==> src/hw/rtl/ntcq_pkg.sv <==
`default_nettype none

package ntcq_pkg;

  localparam int NUM_W   = 32;
  localparam int ADC_W   = 16;
  localparam int RB_W    = 20;
  localparam int OFS_W   = 5;
  localparam int TEMP_W  = 8;
  localparam int CFG_W   = 32;
  localparam int CFG_IDX_W = 3;

  localparam int ROM_SIZE = 70;
  localparam int ROM_AW   = 7;
  localparam int RES_W    = 14;

  typedef enum logic [1:0] {
    ST_VALID  = 2'd0,
    ST_SENSOR = 2'd1,
    ST_HIGH   = 2'd2,
    ST_LOW    = 2'd3
  } status_e;

  localparam logic [CFG_IDX_W-1:0] CFG_DIV_NUM   = 3'd0;
  localparam logic [CFG_IDX_W-1:0] CFG_BYPASS    = 3'd1;
  localparam logic [CFG_IDX_W-1:0] CFG_ERR_CODE  = 3'd2;
  localparam logic [CFG_IDX_W-1:0] CFG_OFFSET    = 3'd3;
  localparam logic [CFG_IDX_W-1:0] CFG_HOLD_TIME = 3'd4;

  // Divider resistance per degree, falling from the base temperature upward.
  localparam logic [RES_W-1:0] RES_ROM [ROM_SIZE] = '{
    14'd12160, 14'd11520, 14'd10920, 14'd10350, 14'd9820,
    14'd9316,  14'd8841,  14'd8392,  14'd7968,  14'd7568,
    14'd7190,  14'd6833,  14'd6495,  14'd6175,  14'd5873,
    14'd5587,  14'd5315,  14'd5060,  14'd4818,  14'd4589,
    14'd4372,  14'd4167,  14'd3972,  14'd3788,  14'd3613,
    14'd3447,  14'd3290,  14'd3141,  14'd2999,  14'd2865,
    14'd2737,  14'd2616,  14'd2501,  14'd2391,  14'd2287,
    14'd2188,  14'd2094,  14'd2005,  14'd1919,  14'd1838,
    14'd1761,  14'd1687,  14'd1617,  14'd1550,  14'd1486,
    14'd1426,  14'd1368,  14'd1312,  14'd1259,  14'd1209,
    14'd1161,  14'd1115,  14'd1071,  14'd1029,  14'd989,
    14'd951,   14'd914,   14'd879,   14'd845,   14'd813,
    14'd783,   14'd753,   14'd725,   14'd698,   14'd672,
    14'd647,   14'd624,   14'd601,   14'd579,   14'd559
  };

endpackage

`default_nettype wire

==> src/hw/rtl/ntc_temperature_qualifier.sv <==
`default_nettype none

// Channel | Direction | Handshake            | Payload
// in      | input     | in_valid_i/in_ready_o | req_type_i, adc_code_i, time_ms_i
// out     | output    | out_valid_o/out_ready_i | temperature_o, status_o, updated_o, is_reply_o
// cfg     | input     | cfg_we_i (no wait)    | cfg_idx_i, cfg_data_i
//
// One item at a time. An in-table sample passes accept, divide, binary search, filter and
// output load; a sample whose r is out of table skips the search; error and zero codes go
// from accept straight to filter and output load; a read request goes from accept to output.
// Reset (async, active low) clears all state but the divider's data registers; no clearing pass.
// A stalled output holds the block in its output state until the item is taken.

module ntc_temperature_qualifier #(
  parameter int TABLE_ENTRIES = 70,
  parameter int BASE_TEMP     = -12
) (
  input  wire logic                           clk_i,
  input  wire logic                           rst_ni,
  input  wire logic                           cfg_we_i,
  input  wire logic [ntcq_pkg::CFG_IDX_W-1:0] cfg_idx_i,
  input  wire logic [ntcq_pkg::CFG_W-1:0]     cfg_data_i,
  input  wire logic                           in_valid_i,
  output logic                                in_ready_o,
  input  wire logic                           req_type_i,
  input  wire logic [ntcq_pkg::ADC_W-1:0]     adc_code_i,
  input  wire logic [31:0]                    time_ms_i,
  output logic                                out_valid_o,
  input  wire logic                           out_ready_i,
  output logic signed [ntcq_pkg::TEMP_W-1:0]  temperature_o,
  output logic [1:0]                          status_o,
  output logic                                updated_o,
  output logic                                is_reply_o
);

  localparam int N = (TABLE_ENTRIES > ntcq_pkg::ROM_SIZE) ? ntcq_pkg::ROM_SIZE :
                     ((TABLE_ENTRIES < 2) ? 2 : TABLE_ENTRIES);
  localparam int IDX_W  = $clog2(N);
  localparam int RES_W  = ntcq_pkg::RES_W;
  localparam int TW     = ntcq_pkg::TEMP_W;
  localparam logic signed [ntcq_pkg::NUM_W:0] R_MAX =
    (ntcq_pkg::NUM_W + 1)'(ntcq_pkg::RES_ROM[0]);
  localparam logic signed [ntcq_pkg::NUM_W:0] R_MIN =
    (ntcq_pkg::NUM_W + 1)'(ntcq_pkg::RES_ROM[N-1]);
  localparam logic signed [TW:0] BASE9   = (TW+1)'(BASE_TEMP);

  typedef enum logic [2:0] {
    S_IDLE,
    S_DIV,
    S_SEARCH,
    S_FILTER,
    S_OUT
  } state_e;

  state_e state_q;

  logic [ntcq_pkg::NUM_W-1:0] div_num_q;
  logic [ntcq_pkg::RB_W-1:0]  bypass_q;
  logic [ntcq_pkg::ADC_W-1:0] err_code_q;
  logic [ntcq_pkg::OFS_W-1:0] offset_q;
  logic [31:0]                hold_time_q;

  logic signed [TW-1:0] held_temp_q;
  ntcq_pkg::status_e    held_st_q;
  logic [31:0]          accum_q;
  logic [31:0]          last_q;
  logic                 pending_q;

  logic                 req_q;
  logic [31:0]          time_q;
  ntcq_pkg::status_e    st_q;
  logic signed [TW-1:0] t_q;
  logic [RES_W-1:0]     r_q;
  logic [IDX_W-1:0]     lo_q;
  logic [IDX_W-1:0]     hi_q;
  logic                 upd_q;

  logic                 out_valid_q;
  logic signed [TW-1:0] out_temp_q;
  logic [1:0]           out_st_q;
  logic                 out_upd_q;
  logic                 out_reply_q;

  logic                 in_fire;
  logic                 div_start;
  logic                 div_done;
  logic [ntcq_pkg::NUM_W-1:0] quotient;
  logic signed [ntcq_pkg::NUM_W:0] r_full;
  logic [IDX_W:0]       mid_sum;
  logic [IDX_W-1:0]     mid;
  logic                 mid_ok;
  logic signed [TW:0]   temp9;
  logic                 out_free;
  logic                 out_load;

  logic                 f_changed;
  logic signed [TW:0]   f_diff;
  logic [31:0]          f_delta;
  logic [32:0]          f_sum;
  logic [31:0]          f_sat;
  logic                 f_take;
  logic                 f_pend;
  logic [31:0]          f_accum;
  logic [31:0]          f_last;

  assign in_ready_o = (state_q == S_IDLE);
  assign in_fire    = in_valid_i && in_ready_o;
  assign div_start  = in_fire && !req_type_i && (adc_code_i != err_code_q)
                      && (adc_code_i != '0);
  assign out_free   = !out_valid_q || out_ready_i;
  assign out_load   = (state_q == S_OUT) && out_free;

  ntcq_div u_div (
    .clk_i      (clk_i),
    .rst_ni     (rst_ni),
    .start_i    (div_start),
    .dividend_i (div_num_q),
    .divisor_i  (adc_code_i),
    .done_o     (div_done),
    .quotient_o (quotient)
  );

  always_comb begin
    r_full  = $signed({1'b0, quotient}) -
              $signed({(ntcq_pkg::NUM_W + 1 - ntcq_pkg::RB_W)'(0), bypass_q});
    mid_sum = {1'b0, lo_q} + {1'b0, hi_q} + 1'b1;
    mid     = mid_sum[IDX_W:1];
    mid_ok  = ntcq_pkg::RES_ROM[ntcq_pkg::ROM_AW'(mid)] >= r_q;
    temp9   = BASE9 + $signed((TW+1)'(lo_q))
              + $signed({{(TW+1-ntcq_pkg::OFS_W){offset_q[ntcq_pkg::OFS_W-1]}}, offset_q});
  end

  // Hold filter
  always_comb begin
    f_changed = (st_q != held_st_q) || (t_q != held_temp_q);
    f_diff    = $signed({t_q[TW-1], t_q}) - $signed({held_temp_q[TW-1], held_temp_q});
    f_delta   = time_q - last_q;
    f_sum     = {1'b0, accum_q} + {1'b0, f_delta};
    f_sat     = f_sum[32] ? '1 : f_sum[31:0];
    f_take    = 1'b0;
    f_accum   = accum_q;
    f_last    = last_q;
    if (f_changed) begin
      f_last = time_q;
      if (st_q == ntcq_pkg::ST_VALID && held_st_q == ntcq_pkg::ST_VALID &&
          (f_diff == (TW+1)'(1) || f_diff == '1)) begin
        f_accum = f_sat;
        f_take  = f_sat >= hold_time_q;
      end else begin
        f_take = 1'b1;
      end
    end else begin
      f_accum = '0;
    end
    f_pend = pending_q || f_take;
    if (f_pend) begin
      f_accum = '0;
    end
  end

  always_ff @(posedge clk_i or negedge rst_ni) begin
    if (!rst_ni) begin
      state_q     <= S_IDLE;
      div_num_q   <= '0;
      bypass_q    <= '0;
      err_code_q  <= '1;
      offset_q    <= '0;
      hold_time_q <= '0;
      held_temp_q <= '0;
      held_st_q   <= ntcq_pkg::ST_VALID;
      accum_q     <= '0;
      last_q      <= '0;
      pending_q   <= 1'b1;
      out_valid_q <= 1'b0;
      out_temp_q  <= '0;
      out_st_q    <= '0;
      out_upd_q   <= 1'b0;
      out_reply_q <= 1'b0;
      req_q       <= 1'b0;
      time_q      <= '0;
      t_q         <= '0;
      r_q         <= '0;
      lo_q        <= '0;
      hi_q        <= '0;
      upd_q       <= 1'b0;
      st_q        <= ntcq_pkg::ST_VALID;
    end else begin
      if (cfg_we_i) begin
        unique case (cfg_idx_i)
          ntcq_pkg::CFG_DIV_NUM:   div_num_q   <= cfg_data_i;
          ntcq_pkg::CFG_BYPASS:    bypass_q    <= cfg_data_i[ntcq_pkg::RB_W-1:0];
          ntcq_pkg::CFG_ERR_CODE:  err_code_q  <= cfg_data_i[ntcq_pkg::ADC_W-1:0];
          ntcq_pkg::CFG_OFFSET:    offset_q    <= cfg_data_i[ntcq_pkg::OFS_W-1:0];
          ntcq_pkg::CFG_HOLD_TIME: hold_time_q <= cfg_data_i;
          default: ;
        endcase
      end

      if (out_load) begin
        out_valid_q <= 1'b1;
      end else if (out_ready_i) begin
        out_valid_q <= 1'b0;
      end

      unique case (state_q)
        S_IDLE: begin
          if (in_fire) begin
            req_q  <= req_type_i;
            time_q <= time_ms_i;
            t_q    <= '0;
            upd_q  <= 1'b0;
            if (req_type_i) begin
              state_q <= S_OUT;
            end else if (adc_code_i == err_code_q) begin
              st_q    <= ntcq_pkg::ST_SENSOR;
              state_q <= S_FILTER;
            end else if (adc_code_i == '0) begin
              st_q    <= ntcq_pkg::ST_LOW;
              state_q <= S_FILTER;
            end else begin
              state_q <= S_DIV;
            end
          end
        end
        S_DIV: begin
          if (div_done) begin
            r_q  <= r_full[RES_W-1:0];
            lo_q <= '0;
            hi_q <= IDX_W'(N - 1);
            if (r_full < R_MIN) begin
              st_q    <= ntcq_pkg::ST_HIGH;
              state_q <= S_FILTER;
            end else if (r_full > R_MAX) begin
              st_q    <= ntcq_pkg::ST_LOW;
              state_q <= S_FILTER;
            end else begin
              st_q    <= ntcq_pkg::ST_VALID;
              state_q <= S_SEARCH;
            end
          end
        end
        S_SEARCH: begin
          if (lo_q == hi_q) begin
            t_q     <= temp9[TW-1:0];
            state_q <= S_FILTER;
          end else if (mid_ok) begin
            lo_q <= mid;
          end else begin
            hi_q <= mid - 1'b1;
          end
        end
        S_FILTER: begin
          accum_q   <= f_accum;
          last_q    <= f_last;
          pending_q <= 1'b0;
          upd_q     <= f_pend;
          if (f_take) begin
            held_temp_q <= t_q;
            held_st_q   <= st_q;
          end
          state_q <= S_OUT;
        end
        S_OUT: begin
          if (out_free) begin
            out_temp_q  <= held_temp_q;
            out_st_q    <= held_st_q;
            out_upd_q   <= upd_q;
            out_reply_q <= req_q;
            state_q     <= S_IDLE;
          end
        end
        default: state_q <= S_IDLE;
      endcase
    end
  end

  assign out_valid_o   = out_valid_q;
  assign temperature_o = out_temp_q;
  assign status_o      = out_st_q;
  assign updated_o     = out_upd_q;
  assign is_reply_o    = out_reply_q;

endmodule

`default_nettype wire

==> src/hw/rtl/ntcq_div.sv <==
`default_nettype none

// Restoring divider, one quotient bit per cycle.
module ntcq_div (
  input  wire logic                       clk_i,
  input  wire logic                       rst_ni,
  input  wire logic                       start_i,
  input  wire logic [ntcq_pkg::NUM_W-1:0] dividend_i,
  input  wire logic [ntcq_pkg::ADC_W-1:0] divisor_i,
  output logic                            done_o,
  output logic [ntcq_pkg::NUM_W-1:0]      quotient_o
);

  localparam int CNT_W = $clog2(ntcq_pkg::NUM_W);
  localparam int ADC_W = ntcq_pkg::ADC_W;

  logic                 busy_q;
  logic                 done_q;
  logic [CNT_W-1:0]     cnt_q;
  logic [ntcq_pkg::NUM_W-1:0] quo_q;
  logic [ntcq_pkg::NUM_W-1:0] quo_d;
  logic [ADC_W-1:0]     div_q;
  logic [ADC_W-1:0]     rem_q;
  logic [ADC_W-1:0]     rem_d;
  logic [ADC_W:0]       rem_sh;
  logic [ADC_W:0]       rem_sub;
  logic                 fits;

  always_comb begin
    rem_sh  = {rem_q, quo_q[ntcq_pkg::NUM_W-1]};
    rem_sub = rem_sh - {1'b0, div_q};
    fits    = rem_sh >= {1'b0, div_q};
    rem_d   = fits ? rem_sub[ADC_W-1:0] : rem_sh[ADC_W-1:0];
    quo_d   = {quo_q[ntcq_pkg::NUM_W-2:0], fits};
  end

  always_ff @(posedge clk_i or negedge rst_ni) begin
    if (!rst_ni) begin
      busy_q <= 1'b0;
      done_q <= 1'b0;
      cnt_q  <= '0;
    end else begin
      done_q <= 1'b0;
      if (start_i) begin
        busy_q <= 1'b1;
        cnt_q  <= '0;
      end else if (busy_q) begin
        cnt_q <= cnt_q + 1'b1;
        if (cnt_q == CNT_W'(ntcq_pkg::NUM_W - 1)) begin
          busy_q <= 1'b0;
          done_q <= 1'b1;
        end
      end
    end
  end

  always_ff @(posedge clk_i) begin
    if (start_i) begin
      quo_q <= dividend_i;
      div_q <= divisor_i;
      rem_q <= '0;
    end else if (busy_q) begin
      quo_q <= quo_d;
      rem_q <= rem_d;
    end
  end

  assign done_o     = done_q;
  assign quotient_o = quo_q;

endmodule

`default_nettype wire

==> config.mk <==
export PLATFORM = sky130hd
export DESIGN_NAME = ntc_temperature_qualifier
export DESIGN_NICKNAME = d
export VERILOG_FILES = /design/src/hw/rtl/ntcq_pkg.sv /design/src/hw/rtl/ntc_temperature_qualifier.sv /design/src/hw/rtl/ntcq_div.sv
export SDC_FILE = /design/constraint.sdc
export NUM_CORES = 1
export LEC_CHECK = 0
export BUFFER_PORTS_ARGS = -buffer_cell sky130_fd_sc_hd__buf_2
export CORE_MARGIN = 2
export CORE_UTILIZATION = 28
export DETAILED_ROUTE_END_ITERATION = 7
export PLACE_DENSITY = 0.44
export SLEW_MARGIN = 20
export SYNTH_ARGS = -nofsm -noshare
export SYNTH_HDL_FRONTEND = slang
export SYNTH_SLANG_ARGS = --single-unit
==> constraint.sdc <==
create_clock -name clk_i -period 8.19 [get_ports clk_i]
set_input_delay 1.2285 -clock clk_i [delete_from_list [all_inputs] [get_ports clk_i]]
set_output_delay 1.2285 -clock clk_i [all_outputs]
set_load 0.005 [all_outputs]
**After elaboration in Yosys (flattened, before gate mapping)**

Memories as Yosys holds them, arrays and structs flattened.
Cells that the tools add are included.

- Bits in read-only memories: 1,792
- Input port bits: 89
- Memories kept: 1
- Flip-flop bits (word level): 339
- Word-level logic and storage cells: 169

Memory list:

| name | depth | bits a word | read ports | clocked after memory_dff | wr ports | line | text |
|---|---|---|---|---|---|---|---|
| (name not given) | 128 | 14 | 1 | 0 | 0 | ntc_temperature_qualifier.sv:128 | `mid_ok = ntcq_pkg::RES_ROM[ntcq_pkg::ROM_AW'(mid)] >= r_q;` |

- Add/subtract/negate cells: 11
- Mux-type cells: 52
- Reductions and logical operators: 42
- Magnitude comparators: 6
- Eq/ne operators: 26
- Bitwise gates (word level): 1

Operators by type and width:

| kind | number |
|---|---|
| 32-bit 2-to-1 mux | 6 |
| 7-bit 2-to-1 mux | 6 |
| 32-bit by 32-bit adder with 33-bit output | 1 |
| 33-bit by 15-bit greater-than comparator with 1-bit output, second input constant | 1 |
| 33-bit by 11-bit less-than comparator with 1-bit output, second input constant | 1 |
| 32-bit by 20-bit subtractor with 33-bit output | 1 |
| 32-bit >= comparator | 1 |
| 32-bit subtractor | 1 |
| 14-bit 2-to-1 mux | 2 |
| 7-bit one-hot mux with 2 select lines | 2 |
| 2-bit AND reduction | 12 |
| 2-bit 2-to-1 mux | 9 |
| 17-bit by 16-bit >= comparator with 1-bit output | 1 |
| 16-bit == test | 1 |
| 16-bit logical NOT | 1 |
| 16-bit 2-to-1 mux | 1 |
| 8-bit 2-to-1 mux | 2 |
| 16-bit inequality test | 1 |
| 8-bit one-hot mux with 2 select lines | 1 |
| 16-bit nonzero test | 1 |
| 16-bit subtractor | 1 |
| 3-bit 2-to-1 mux | 5 |
| 3-bit one-hot mux with 5 select lines | 1 |
| 14-bit >= comparator | 1 |
| 34 further kinds | 78 |

**Logic depth before layout (Yosys ltp)**

- Depth in word-level cells: 10
- Mapped depth: 34
- Gate-level depth less buffers: 31

**By module**

Synthesis repeated with hierarchy kept, for this count alone.

- Cell total of the unflattened synthesis: 2,290
- Area total of the unflattened synthesis: 22,210.1 um^2

By module, submodules not included:

| module | area each (um^2) | cells each | times used | sequential area each (um^2) |
|---|---|---|---|---|
| ntc_temperature_qualifier | 18,390.1 | 1,967 | 1 | 6,727.7 |
| ntcq_div | 3,819.9 | 323 | 1 | 1,936.9 |

**Worst setup path after synthesis**

Ideal clock, no wire load.

- Path type: register to register
- Start point: register time_q[11]
- End point: register accum_q[27]
- Setup slack: 1.531 ns
- Stages on the path, launching flop included: 33
- Arrival time: 6.593 ns
- Period minus slack after synthesis: 6.659 ns
- Required time: 8.123 ns
- Cells stage by stage: dfrtp_1 > ha_1 > a21o_1 > a31o_2 > a221oi_1 > a211oi_1 > nor3_1 > o21bai_1 > a21oi_1 > xnor2_1 > ha_1 > clkbuf_1 > and3_1 > o31ai_1 > a211oi_1 > or3_1 > o31a_1 > o21ai_1 > a31o_2 > buf_2 > nand2_1 > ha_1 > a21o_1 > a21o_1 > a21o_1 > a21oi_1 > o221ai_1 > a211oi_1 > nand3_1 > nor3_1 > buf_2 > buf_2 > a22o_1

- Longest elaborated chain between the ends: 9
- Elaborated cells between the ends (all ways): 12
- Classes of those cells: add/sub (2); order compare (1); eq/ne (1); mux (6); reduce/logical (2)

RTL lines:

| item | line | text |
|---|---|---|
| start: declaration | ntc_temperature_qualifier.sv:70 | `logic [31:0] time_q;` |
| start signal: assignment | ntc_temperature_qualifier.sv:209 | `time_q <= time_ms_i;` |
| 32-bit subtractor (*) | ntc_temperature_qualifier.sv:137 | `f_delta = time_q - last_q;` |
| 32-bit by 32-bit adder with 33-bit output (*) | ntc_temperature_qualifier.sv:138 | `f_sum = {1'b0, accum_q} + {1'b0, f_delta};` |
| 32-bit 2-to-1 mux (*) | ntc_temperature_qualifier.sv:139 | `f_sat = f_sum[32] ? '1 : f_sum[31:0];` |
| 32-bit >= comparator | ntc_temperature_qualifier.sv:148 | `f_take = f_sat >= hold_time_q;` |
| 1-bit 2-to-1 mux | ntc_temperature_qualifier.sv:145 | `if (st_q == ntcq_pkg::ST_VALID && held_st_q == ntcq_pkg::ST_VALID &&` |
| 1-bit 2-to-1 mux | ntc_temperature_qualifier.sv:143 | `if (f_changed) begin` |
| 1-bit logical OR | ntc_temperature_qualifier.sv:155 | `f_pend = pending_q \|\| f_take;` |
| 3-bit by 1-bit inequality test with 1-bit output (no source line) | -- |  |
| 2-bit AND reduction (no source line) | -- |  |
| end signal: assignment | ntc_temperature_qualifier.sv:253 | `accum_q <= f_accum;` |
| end: declaration | ntc_temperature_qualifier.sv:65 | `logic [31:0] accum_q;` |

Every way passes the cells marked *; elsewhere a longest branch is shown, timed or not. The select of a mux whose other input is x is not followed.
A chain may end at the register's enable or synchronous reset.

**Final worst setup path**

- Start point: register last_q[0]
- End point: register accum_q[2]

- Longest elaborated chain between the ends: 9
- Elaborated cells between the ends (all ways): 12
- Classes of those cells: add/sub (2); order compare (1); eq/ne (1); mux (6); reduce/logical (2)

RTL lines:

| item | line | text |
|---|---|---|
| start: declaration | ntc_temperature_qualifier.sv:66 | `logic [31:0] last_q;` |
| start signal: assignment | ntc_temperature_qualifier.sv:254 | `last_q <= f_last;` |
| 32-bit subtractor (*) | ntc_temperature_qualifier.sv:137 |  |
| 32-bit by 32-bit adder with 33-bit output (*) | ntc_temperature_qualifier.sv:138 |  |
| 32-bit 2-to-1 mux (*) | ntc_temperature_qualifier.sv:139 |  |
| 32-bit >= comparator | ntc_temperature_qualifier.sv:148 |  |
| 1-bit 2-to-1 mux | ntc_temperature_qualifier.sv:145 |  |
| 1-bit 2-to-1 mux | ntc_temperature_qualifier.sv:143 |  |
| 1-bit logical OR | ntc_temperature_qualifier.sv:155 |  |
| 3-bit by 1-bit inequality test with 1-bit output (no source line) | -- |  |
| 2-bit AND reduction (no source line) | -- |  |

Marks and branches as above.

==> flow_summary_export.csv <==
group,metric,value,unit
critical_path,criticalPathCategory,"reg2reg",
synthesis,synthesis.instances,2532,
synthesis,synthFlopType,"dfrtp_1",
outcome,status,"finished, final reports clean",
critical_path,start_kind,"register",
sta,slew-limit-headroom,0.293,
cells_and_area,finalNonFillerCells,3691,
global_route,antenna_found_initial,2,
synthesis,synth_mux_area_frac,0.0786,
synthesis,yosysSeqAreaShare,0.378,
cts,cts_tree,"built",
sta,final_hold_viol_count,0,
cells_and_area,syn_to_final_growth,13.8,%
synthesis,synth_nets,2814,
detailed_routing,ant_nets,0,
critical_path,r2r_start,"last_q[0]$_DFFE_PN0P_",
sta,finClkSkew,0.0249,ns
global_route,grt_pass1_vias,18800,
sta,fmax,132,MHz
cts,clk_path_buf_depth,3,
floorplan,die_w,290,um
sta,min_period,7.59,ns
pwr,p_per_area,461,nW/um^2
critical_path,cp.arrival,8.09,ns
floorplan,initial_core_util,0.284,
sta,fin_ws,0.602,ns
placed_design,place_ws,0.220,ns
critical_path,cp_slowest_stage_delay,0.40,ns
cells_and_area,fillers,8409,
sta,timing.final.max_slew_violations,0,
detailed_routing,routed_via_density,5.10,
detailed_routing,routed_wl,65900,um
hold_path,min_from,"temperature_o[4]$_DFFE_PN0P_",
critical_path,worstPathMaxFanout,29,
synthesis,synth_xor_area_frac,0.0366,
sta,finalSetupViolations,0,
cts,cts_inserted_buffers,43,
cells_and_area,finalInstanceArea,26100,sq um
synthesis,synth_top_family_by_area,"compound AO/OA/AOI/OAI gates",
run,cap_violations,0,
floorplan,io_pins,103,
cts,clk_pin_slew,0.06,ns
detailed_routing,vias,18800,
hold_path,hold_class,"reg2reg",
cells_and_area,drive_gt1_frac,0.154,
sta,fin_hold_ws,0.475,ns
synthesis,synth.ff_latch_count,339,
synthesis,synth-simple-area-share,0.158,
critical_path,cp-startpoint,"last_q[0]$_DFFE_PN0P_",
sta,fin_setup_tns,0,ns
detailed_routing,wl_per_cell,17.8,um
placed_design,post_dp_cell_area,24600,sq um
placed_design,globalplace.congestion,0.877,
sta,worst_pin_slew,1.06,ns
cts,clkLatencyLatePin,0.57,ns
placed_design,hpwl,49600,um
synthesis,synth_warnings,0,
critical_path,required,8.69,ns
global_route,gr-total-overflow,0,
floorplan,core_area,80800,sq um
cts,post_cts_buffers,0,
synthesis,synth_edf_count,48,
synthesis,async_flop_share,0.811,
critical_path,crit_path_end_kind,"register",
cts,cts-root-buf,"clkbuf_16",
pwr,leakagePower,11.6,nW
detailed_routing,dr.pass1.iters,5,
global_route,track_usage,0.154,
pwr,design_power_total,12.0,mW
cts,numClockSinks,339,
synthesis,synthDistinctLibCells,86,
sta,rsz0062_at_grt,"no",
detailed_routing,drcViolationCount,0,
critical_path,slowest_stage,"fa_1",
synthesis,synth_compound_area_frac,0.191,
floorplan,dieArea,84200,sq um
placed_design,portBuffers,102,
floorplan,rows,104,
synthesis,synth_area,22900,sq um
cts,htree_levels,2,
synthesis,syn_area_per_cell,9.06,sq um
floorplan,die_y,290,um
cells_and_area,final_nets,2877,
pwr,ir_worst_vdd,240,uV
global_route,grt_max_degree,76,
placed_design,dp_cells,3608,
sta,fin_crit_sh,0.927,
synthesis,synthAdderAreaFrac,0.108,
cells_and_area,fin_util,0.323,
detailed_routing,first_iter_violations,1012,
global_route,grt_pass1_wl,106000,um
power breakdown:
part           total, mW  switching [mW]  internal (mW)
registers           2.65           0.363           2.28
logic               7.45            4.40           3.05
clock network       1.95           0.787           1.16
routing by layer:
metal	up-vias	track usage	share of wire	wire length, um
met1	9116	0.209	0.47	30900
met3	81	0.0190	0.036	2370
met2	385	0.259	0.47	31100
li1	9253	-	-	-
met5	-	0	0	0
met4	0	0.0410	0.022	1450
cell usage after synthesis (all sizes together) (44+ instances only):
cell type | n | area share
a21o | 47 | 0.015
a21oi | 131 | 0.029
clkbuf | 99 | 0.016
dfrtp | 258 | 0.28
edfxtp | 48 | 0.063
ha | 186 | 0.10
inv | 193 | 0.032
mux2 | 140 | 0.069
nand2 | 308 | 0.050
nand3 | 56 | 0.012
nor2 | 156 | 0.026
nor3 | 44 | 0.0096
o21ai | 204 | 0.045
xnor2 | 63 | 0.024
critical path, delay by kind of cell, from the launching register on:
| family | cells | cell delay [ns] |
|---|---|---|
| AO/OA/AOI/OAI | 17 | 3.80 |
| AND/OR/NAND/NOR | 8 | 1.45 |
| adder cells (fa/ha/maj) | 4 | 1.31 |
| buffers and inverters | 2 | 0.57 |
| flip-flops | 1 | 0.38 |
worst paths after layout:
path | endpoint | slack (ns) | cells after the start
worst max-delay path | accum_q[2]$_DFFE_PN0P_ | 0.60 | 31
worst min-delay path | temperature_o[4]$_DFFE_PN0P_ | 0.48 | 2
worst max register to register | accum_q[2]$_DFFE_PN0P_ | 0.60 | 31
worst min register to register | temperature_o[4]$_DFFE_PN0P_ | 0.48 | 2
max in group asynchronous | last_q[16]$_DFFE_PN0P_ | 6.28 | 2
min in group asynchronous | bypass_q[0]$_DFFE_PN0P_ | 0.59 | 1
timing repair:
action / CTS / global route
resized for setup: 0 / 7
endpoints found under the setup margin: 0 / 42
hold buffers: 0 / 0
registers in the layout, indices dropped and copies added, names as in the netlist, 7 cells and up:
| signal | cells |
|---|---|
| accum_q | 32 |
| div_num_q | 32 |
| hold_time_q | 32 |
| last_q | 32 |
| time_q | 32 |
| u_div.quotient_o | 32 |
| bypass_q | 20 |
| err_code_q | 16 |
| u_div.div_q | 16 |
| u_div.rem_q | 16 |
| r_q | 14 |
| held_temp_q | 8 |
| t_q | 8 |
| temperature_o | 8 |
| hi_q | 7 |
| lo_q | 7 |
final cells by class:
class | count | area [sq um] | area share
clock buffers | 56 | 1240 | 0.0474
repair buffers | 130 | 767 | 0.0294
clock inverters | 22 | 209 | 0.00800
multi-input cells | 1885 | 13200 | 0.504
diodes | 3 | 7.51 | 0.000288
flip-flops and latches | 339 | 8660 | 0.332
inverters | 196 | 736 | 0.0282
well taps | 1060 | 1330 | 0.0508
logic make-up after synthesis:
family	after synthesis
compound gates	671
xor+xnor	96
fa+ha+maj	193
buf+inv	308
flops	339
mux	159
simple gates	766
cells in the final DEF (no fill, tap or decap), types with 20 or more instances in the layout:
master and n:
xnor2_1 63, nor2_1 154, clkbuf_16 45, a21oi_1 130, nand2_1 308, nand3_1 54
a31oi_1 28, a211oi_1 30, inv_1 193, edfxtp_1 48, or3_1 24, buf_4 25
o21ai_0 202, dfrtp_1 258, xor2_1 33, mux2_2 140, a21o_1 46, buf_2 101
nor4_1 20, nor3_1 42, nand4_1 33, a22o_1 33, o211ai_1 23, ha_1 186
(Power assumes the default switching activity.)
